File: config.mk
export PLATFORM = sky130hd
export DESIGN_NAME = ppid_cfg_regs
export DESIGN_NICKNAME = d
export VERILOG_FILES = /design/src/sv/positional_pid_controller_core_defines.svh /design/src/sv/ppid_pkg.sv /design/src/sv/ppid_cfg_regs.sv
export SDC_FILE = /design/constraint.sdc
export NUM_CORES = 1
export LEC_CHECK = 0
export ABC_AREA = 1
export BUFFER_PORTS_ARGS = -buffer_cell sky130_fd_sc_hd__buf_2
export CAP_MARGIN = 20
export CORE_MARGIN = 4
export CORE_UTILIZATION = 35
export CTS_CLUSTER_DIAMETER = 30
export DETAILED_ROUTE_END_ITERATION = 10
export MAX_ROUTING_LAYER = met4
export SKIP_CTS_REPAIR_TIMING = 1
export SLEW_MARGIN = 25
export SYNTH_ARGS = -nofsm -noshare
export SYNTH_HDL_FRONTEND = slang
export SYNTH_SLANG_ARGS = --single-unit
File: constraint.sdc
create_clock -name clk -period 2.1 [get_ports clk]
set_clock_uncertainty 0.15 [all_clocks]
set_input_delay 0.105 -clock clk [delete_from_list [all_inputs] [get_ports clk]]
set_output_delay 0.105 -clock clk [all_outputs]
set_load 0.1 [all_outputs]
File: src/sv/positional_pid_controller_core_defines.svh
// ----------------------------------------------------------------------------
// positional_pid_controller_core_defines.svh
// Assertion macros for the positional PID controller core. They expand to
// nothing when SYNTHESIS is defined.
// ----------------------------------------------------------------------------
`ifndef POSITIONAL_PID_CONTROLLER_CORE_DEFINES_SVH
`define POSITIONAL_PID_CONTROLLER_CORE_DEFINES_SVH

`ifndef SYNTHESIS
// same-cycle implication
`define PPID_ASSERT_IMP(label, clk, rst, ante, cons, msg) \
  label: assert property (@(posedge clk) disable iff (rst) (ante) |-> (cons)) \
    else $error(msg);
// next-cycle implication
`define PPID_ASSERT_NXT(label, clk, rst, ante, cons, msg) \
  label: assert property (@(posedge clk) disable iff (rst) (ante) |=> (cons)) \
    else $error(msg);
`else
`define PPID_ASSERT_IMP(label, clk, rst, ante, cons, msg)
`define PPID_ASSERT_NXT(label, clk, rst, ante, cons, msg)
`endif

`endif

File: src/sv/ppid_pkg.sv
// ----------------------------------------------------------------------------
// ppid_pkg
// Types, register map and shared helpers of the positional PID controller.
// ----------------------------------------------------------------------------
package ppid_pkg;

  // field widths
  localparam int DATA_W     = 32;
  localparam int GAIN_W     = 24;
  localparam int LIM_W      = 31;
  localparam int MODE_W     = 3;
  localparam int CFG_DATA_W = 31;
  localparam int CFG_IDX_W  = 3;

  // mode flag bit positions
  localparam int MODE_ERR_CLAMP = 0;
  localparam int MODE_SEP       = 1;
  localparam int MODE_INT_CLAMP = 2;

  // register reset values
  localparam logic [GAIN_W-1:0] KP_RESET     = 24'd65536;
  localparam logic [GAIN_W-1:0] KI_RESET     = 24'd0;
  localparam logic [GAIN_W-1:0] KD_RESET     = 24'd0;
  localparam logic [LIM_W-1:0]  ERR_MAX_RESET = 31'd3276800;
  localparam logic [LIM_W-1:0]  SEP_RESET    = 31'd6553600;
  localparam logic [LIM_W-1:0]  INT_MAX_RESET = 31'd655360;
  localparam logic [LIM_W-1:0]  OUT_LIM_RESET = 31'd131072;
  localparam logic [MODE_W-1:0] MODE_RESET   = 3'd0;

  // saturation bounds of a 32 bit signed value
  localparam logic signed [DATA_W-1:0] S32_MAX = 32'sh7fff_ffff;
  localparam logic signed [DATA_W-1:0] S32_MIN = 32'sh8000_0000;

  // register map
  typedef enum logic [CFG_IDX_W-1:0] {
    REG_KP_GAIN       = 3'd0,
    REG_KI_GAIN       = 3'd1,
    REG_KD_GAIN       = 3'd2,
    REG_ERR_MAX       = 3'd3,
    REG_SEP_THRESHOLD = 3'd4,
    REG_INTEG_MAX     = 3'd5,
    REG_OUT_LIMIT     = 3'd6,
    REG_MODE_FLAGS    = 3'd7
  } reg_idx_t;

  typedef struct packed {
    logic [GAIN_W-1:0] kp_gain;
    logic [GAIN_W-1:0] ki_gain;
    logic [GAIN_W-1:0] kd_gain;
    logic [LIM_W-1:0]  err_max;
    logic [LIM_W-1:0]  sep_threshold;
    logic [LIM_W-1:0]  integ_max;
    logic [LIM_W-1:0]  out_limit;
    logic [MODE_W-1:0] mode_flags;
  } cfg_t;

  typedef struct packed {
    logic signed [DATA_W-1:0] prev_error;
    logic signed [DATA_W-1:0] integral_acc;
  } pid_state_t;

  // symmetric clamp of a 32 bit signed value to +-lim
  function automatic logic signed [DATA_W-1:0] clamp_sym32(
    input logic signed [DATA_W-1:0] x,
    input logic [LIM_W-1:0]         lim
  );
    logic signed [DATA_W-1:0] lim_s;
    logic signed [DATA_W-1:0] r;
    lim_s = $signed({1'b0, lim});
    if (x >= lim_s) begin
      r = lim_s;
    end else if (x <= -lim_s) begin
      r = -lim_s;
    end else begin
      r = x;
    end
    return r;
  endfunction

endpackage

File: src/sv/ppid_cfg_regs.sv
// ----------------------------------------------------------------------------
// ppid_cfg_regs
// Configuration register file: gains, limits and mode flags, write only.
// ----------------------------------------------------------------------------
module ppid_cfg_regs (
  input  logic                                clk,
  input  logic                                rst,
  input  logic                                cfg_we,
  input  logic [ppid_pkg::CFG_IDX_W-1:0]      cfg_index,
  input  logic [ppid_pkg::CFG_DATA_W-1:0]     cfg_data,
  output ppid_pkg::cfg_t                      cfg
);
  import ppid_pkg::*;

  cfg_t cfg_next;

  // decode a register write, keeping only the register's low bits
  always_comb begin
    cfg_next = cfg;
    if (cfg_we) begin
      case (reg_idx_t'(cfg_index))
        REG_KP_GAIN:       cfg_next.kp_gain       = cfg_data[GAIN_W-1:0];
        REG_KI_GAIN:       cfg_next.ki_gain       = cfg_data[GAIN_W-1:0];
        REG_KD_GAIN:       cfg_next.kd_gain       = cfg_data[GAIN_W-1:0];
        REG_ERR_MAX:       cfg_next.err_max       = cfg_data[LIM_W-1:0];
        REG_SEP_THRESHOLD: cfg_next.sep_threshold = cfg_data[LIM_W-1:0];
        REG_INTEG_MAX:     cfg_next.integ_max     = cfg_data[LIM_W-1:0];
        REG_OUT_LIMIT:     cfg_next.out_limit     = cfg_data[LIM_W-1:0];
        REG_MODE_FLAGS:    cfg_next.mode_flags    = cfg_data[MODE_W-1:0];
        default:           cfg_next = cfg;
      endcase
    end
  end

  // register file
  always_ff @(posedge clk) begin
    if (rst) begin
      cfg.kp_gain       <= KP_RESET;
      cfg.ki_gain       <= KI_RESET;
      cfg.kd_gain       <= KD_RESET;
      cfg.err_max       <= ERR_MAX_RESET;
      cfg.sep_threshold <= SEP_RESET;
      cfg.integ_max     <= INT_MAX_RESET;
      cfg.out_limit     <= OUT_LIM_RESET;
      cfg.mode_flags    <= MODE_RESET;
    end else begin
      cfg <= cfg_next;
    end
  end

endmodule

==> impl_metrics.json <==
{
  "cp_cell_sequence": "dlygate4sd3_1, buf_2, inv_6, nand3_1, dlygate4sd3_1",
  "synth.largest_area_cell": "dfxtp_1",
  "syn_avg_cell_area_um2": 6.91,
  "clock_latency_ps": 420,
  "setup_tns_ps": 0,
  "htreeDepth": 4,
  "grt_max_degree": 90,
  "core_mm2": 0.0218,
  "synth_top_area_share_pct": 51.4,
  "dp_cells": 1585,
  "die_x_um": 157,
  "post-place-ws_ps": 544,
  "cts_buffer_depth": 2,
  "grt_setup_unrepaired": "no",
  "track_usage_pct": 21.5,
  "synth.area.top_cells": "dfxtp_1, nor2_1, nand3_1",
  "yosysSeqAreaShare_pct": 51.4,
  "use_met3_pct": 5.31,
  "crit_buf_inv": 4,
  "hold_violations": 3,
  "syn-num-nets": 1159,
  "grt_busiest_layer": "met2",
  "netSwitchingPower_w": 0.00311,
  "p_int_w": 0.00632,
  "die_h_um": 157,
  "clkTransAtPathRegs_ps": 70,
  "synth-adder-area-share_pct": 0,
  "criticalPathCategory": "input pin to register",
  "max_slew.worst_pin.slew_ps": 570,
  "cp_top_family": "buffers and inverters",
  "synth_top_family_by_area": "simple AND/OR/NAND/NOR gates",
  "max_stage_delay_ps": 560,
  "ys_warn_count": 0,
  "whs_ps": -3.07,
  "setup_slack_ps": 538,
  "area_delta_synth_final_pct": 30.2,
  "max_freq_mhz": 640,
  "synth-simple-area-share_pct": 42.3,
  "drt-pass1-iter-count": 5,
  "wirelength_mm": 26.4,
  "hold_class": "input pin to register",
  "cts_root_buf": "clkbuf_16",
  "synthCells": 1122,
  "grt_pass1_wl_mm": 39.6,
  "start_kind": "input pin",
  "num_io_pins": 236,
  "outcome": "finished with violations",
  "crit_required_ps": 2270,
  "synth_compound_area_share_pct": 0.0645,
  "crit_arrival_ps": 1730,
  "regMostFlops": "cfg",
  "rows": 54,
  "cts-buffers-inserted": 17,
  "dr_total_vias": 7733,
  "use_met1_pct": 28.6,
  "drive_gt1_share_pct": 22.5,
  "tritoncts": "yes",
  "drtIter0Drc": 496,
  "multi_input_area_mm2": 0.00333,
  "antenna_found_initial": 2,
  "synth_seq_cells": 199,
  "largest_reg_flops": 199,
  "dieArea_mm2": 0.0246,
  "met2_usage_pct": 32.1,
  "cpMaxStageDelayCell": "dlygate4sd3_1",
  "slew_headroom_pct": 62.0,
  "start_util_pct": 35.5,
  "violations": "hold timing",
  "ff2ff_setup_slack_ps": 780,
  "regArea_mm2": 0.00398,
  "ant_nets": 0,
  "pwr-share-clk_pct": 38.4,
  "viasPerCell": 4.73,
  "io_buffers": 235,
  "timing.final.crit_share_pct": 74.4,
  "power_w": 0.00943,
  "power_frac_comb_pct": 19.4,
  "largestRegisters": "cfg (199)",
  "gp_congestion": 0.827,
  "netlist_area_mm2": 0.00776,
  "path_max_fanout": 43,
  "maxCapViolCount": 0,
  "fillers": 2239,
  "cpMostUsedCell": "dlygate4sd3_1",
  "fin_nets": 1377,
  "instances_no_fill": 1636,
  "vdd_ir_drop_max_mv": 0.482,
  "p_seq_share_pct": 42.1,
  "power.density_mw_per_mm2": 934,
  "grt_pass1_vias": 6898,
  "setup_viol": 0,
  "wl_per_cell_um": 16.1,
  "p_sw_share_pct": 33.0,
  "clock-sinks": 199,
  "power_leakage_nw": 4.95,
  "synth_xor_area_share_pct": 0,
  "drv_slew": 0,
  "end_kind": "register",
  "synthDistinctLibCells": 11,
  "dp_hpwl_mm": 17.8,
  "synth.mux.area_fraction_pct": 0,
  "grt-ovfl-total": 0,
  "drc": 0,
  "period_minus_slack_ps": 1560
}
==> Yosys cell counts (all sizes together) <==
library cell,number
nor2,390
nand2,221
dfxtp,199
nand3,196
buf,58
inv,38
clkbuf,19
o21ai,1
==> stage by stage <==
stage / instance area, µm² / utilization (%) / hold WS, ps
final: 10100 / 46.3 / -3.07
after CTS: 9930 / 45.5 / -275
after global routing: 10100 / 46.3 / 20.7
after global placement: 9290 / 42.5 / 172
after floorplan: 7760 / - / 68.2
after detailed placement: 9290 / 42.5 / 179
==> worst paths after layout <==
check	startpoint	end	cells after the start
hold / removal	cfg_index[2]	cfg[177]	5
setup / recovery	rst	cfg[20]	5
setup reg to reg	cfg[20]	cfg[20]	3
hold reg to reg	cfg[117]	cfg[117]	2
==> cell families (layout without fill, tap and decap cells) <==
family / count (synthesis) / count (layout)
and+or+nand+nor: 807 / 807
DFF: 199 / 199
buffers and inverters: 115 / 346
AOI/OAI and AO/OA: 1 / 1
other: 0 / 3
==> cells in the final DEF, fill, tap and decap left out, drive strengths merged <==
cell and n:
nor2 390, buf 260, nand2 221, dfxtp 199, nand3 196, inv 43
clkbuf 20, dlygate4sd3 16, bufinv 4, diode 3, clkinv 3, o21ai 1
==> power groups by stage <==
stage	combinational (W)	sequential [W]	clock, W
6_report	0.00183	0.00398	0.00362
5_1_grt	0.00194	0.00399	0.00386
4_1_cts	0.00182	0.00398	0.00369
3_5_place_dp	0.00182	0.00406	0
3_3_place_gp	0.00181	0.00406	0
2_1_floorplan	0.000480	0.00500	0
==> tightest hold or removal path: cells and delay by family <==
family        cells  cell delay, ps
buf+inv           1             120
simple gates      4             310
==> layer usage <==
metal	vias to the layer above	wire length [µm]	part of all wire (%)
li1	3925	-	-
met1	3485	11700	44
met2	290	12100	46
met3	33	1930	7.3
met4	0	646	2.4
met5	-	0	0
==> area by class of cell <==
type	count	area share [%]
Clock inverter	12	1.87
Timing Repair Buffer	276	16.2
Tap cell	280	3.47
Antenna cell	3	0.0743
Inverter	38	1.46
Clock buffer	20	4.52
Multi-Input combinational cell	808	32.9
Sequential cell	199	39.5
Note: power is estimated with default switching activity, not from simulation.
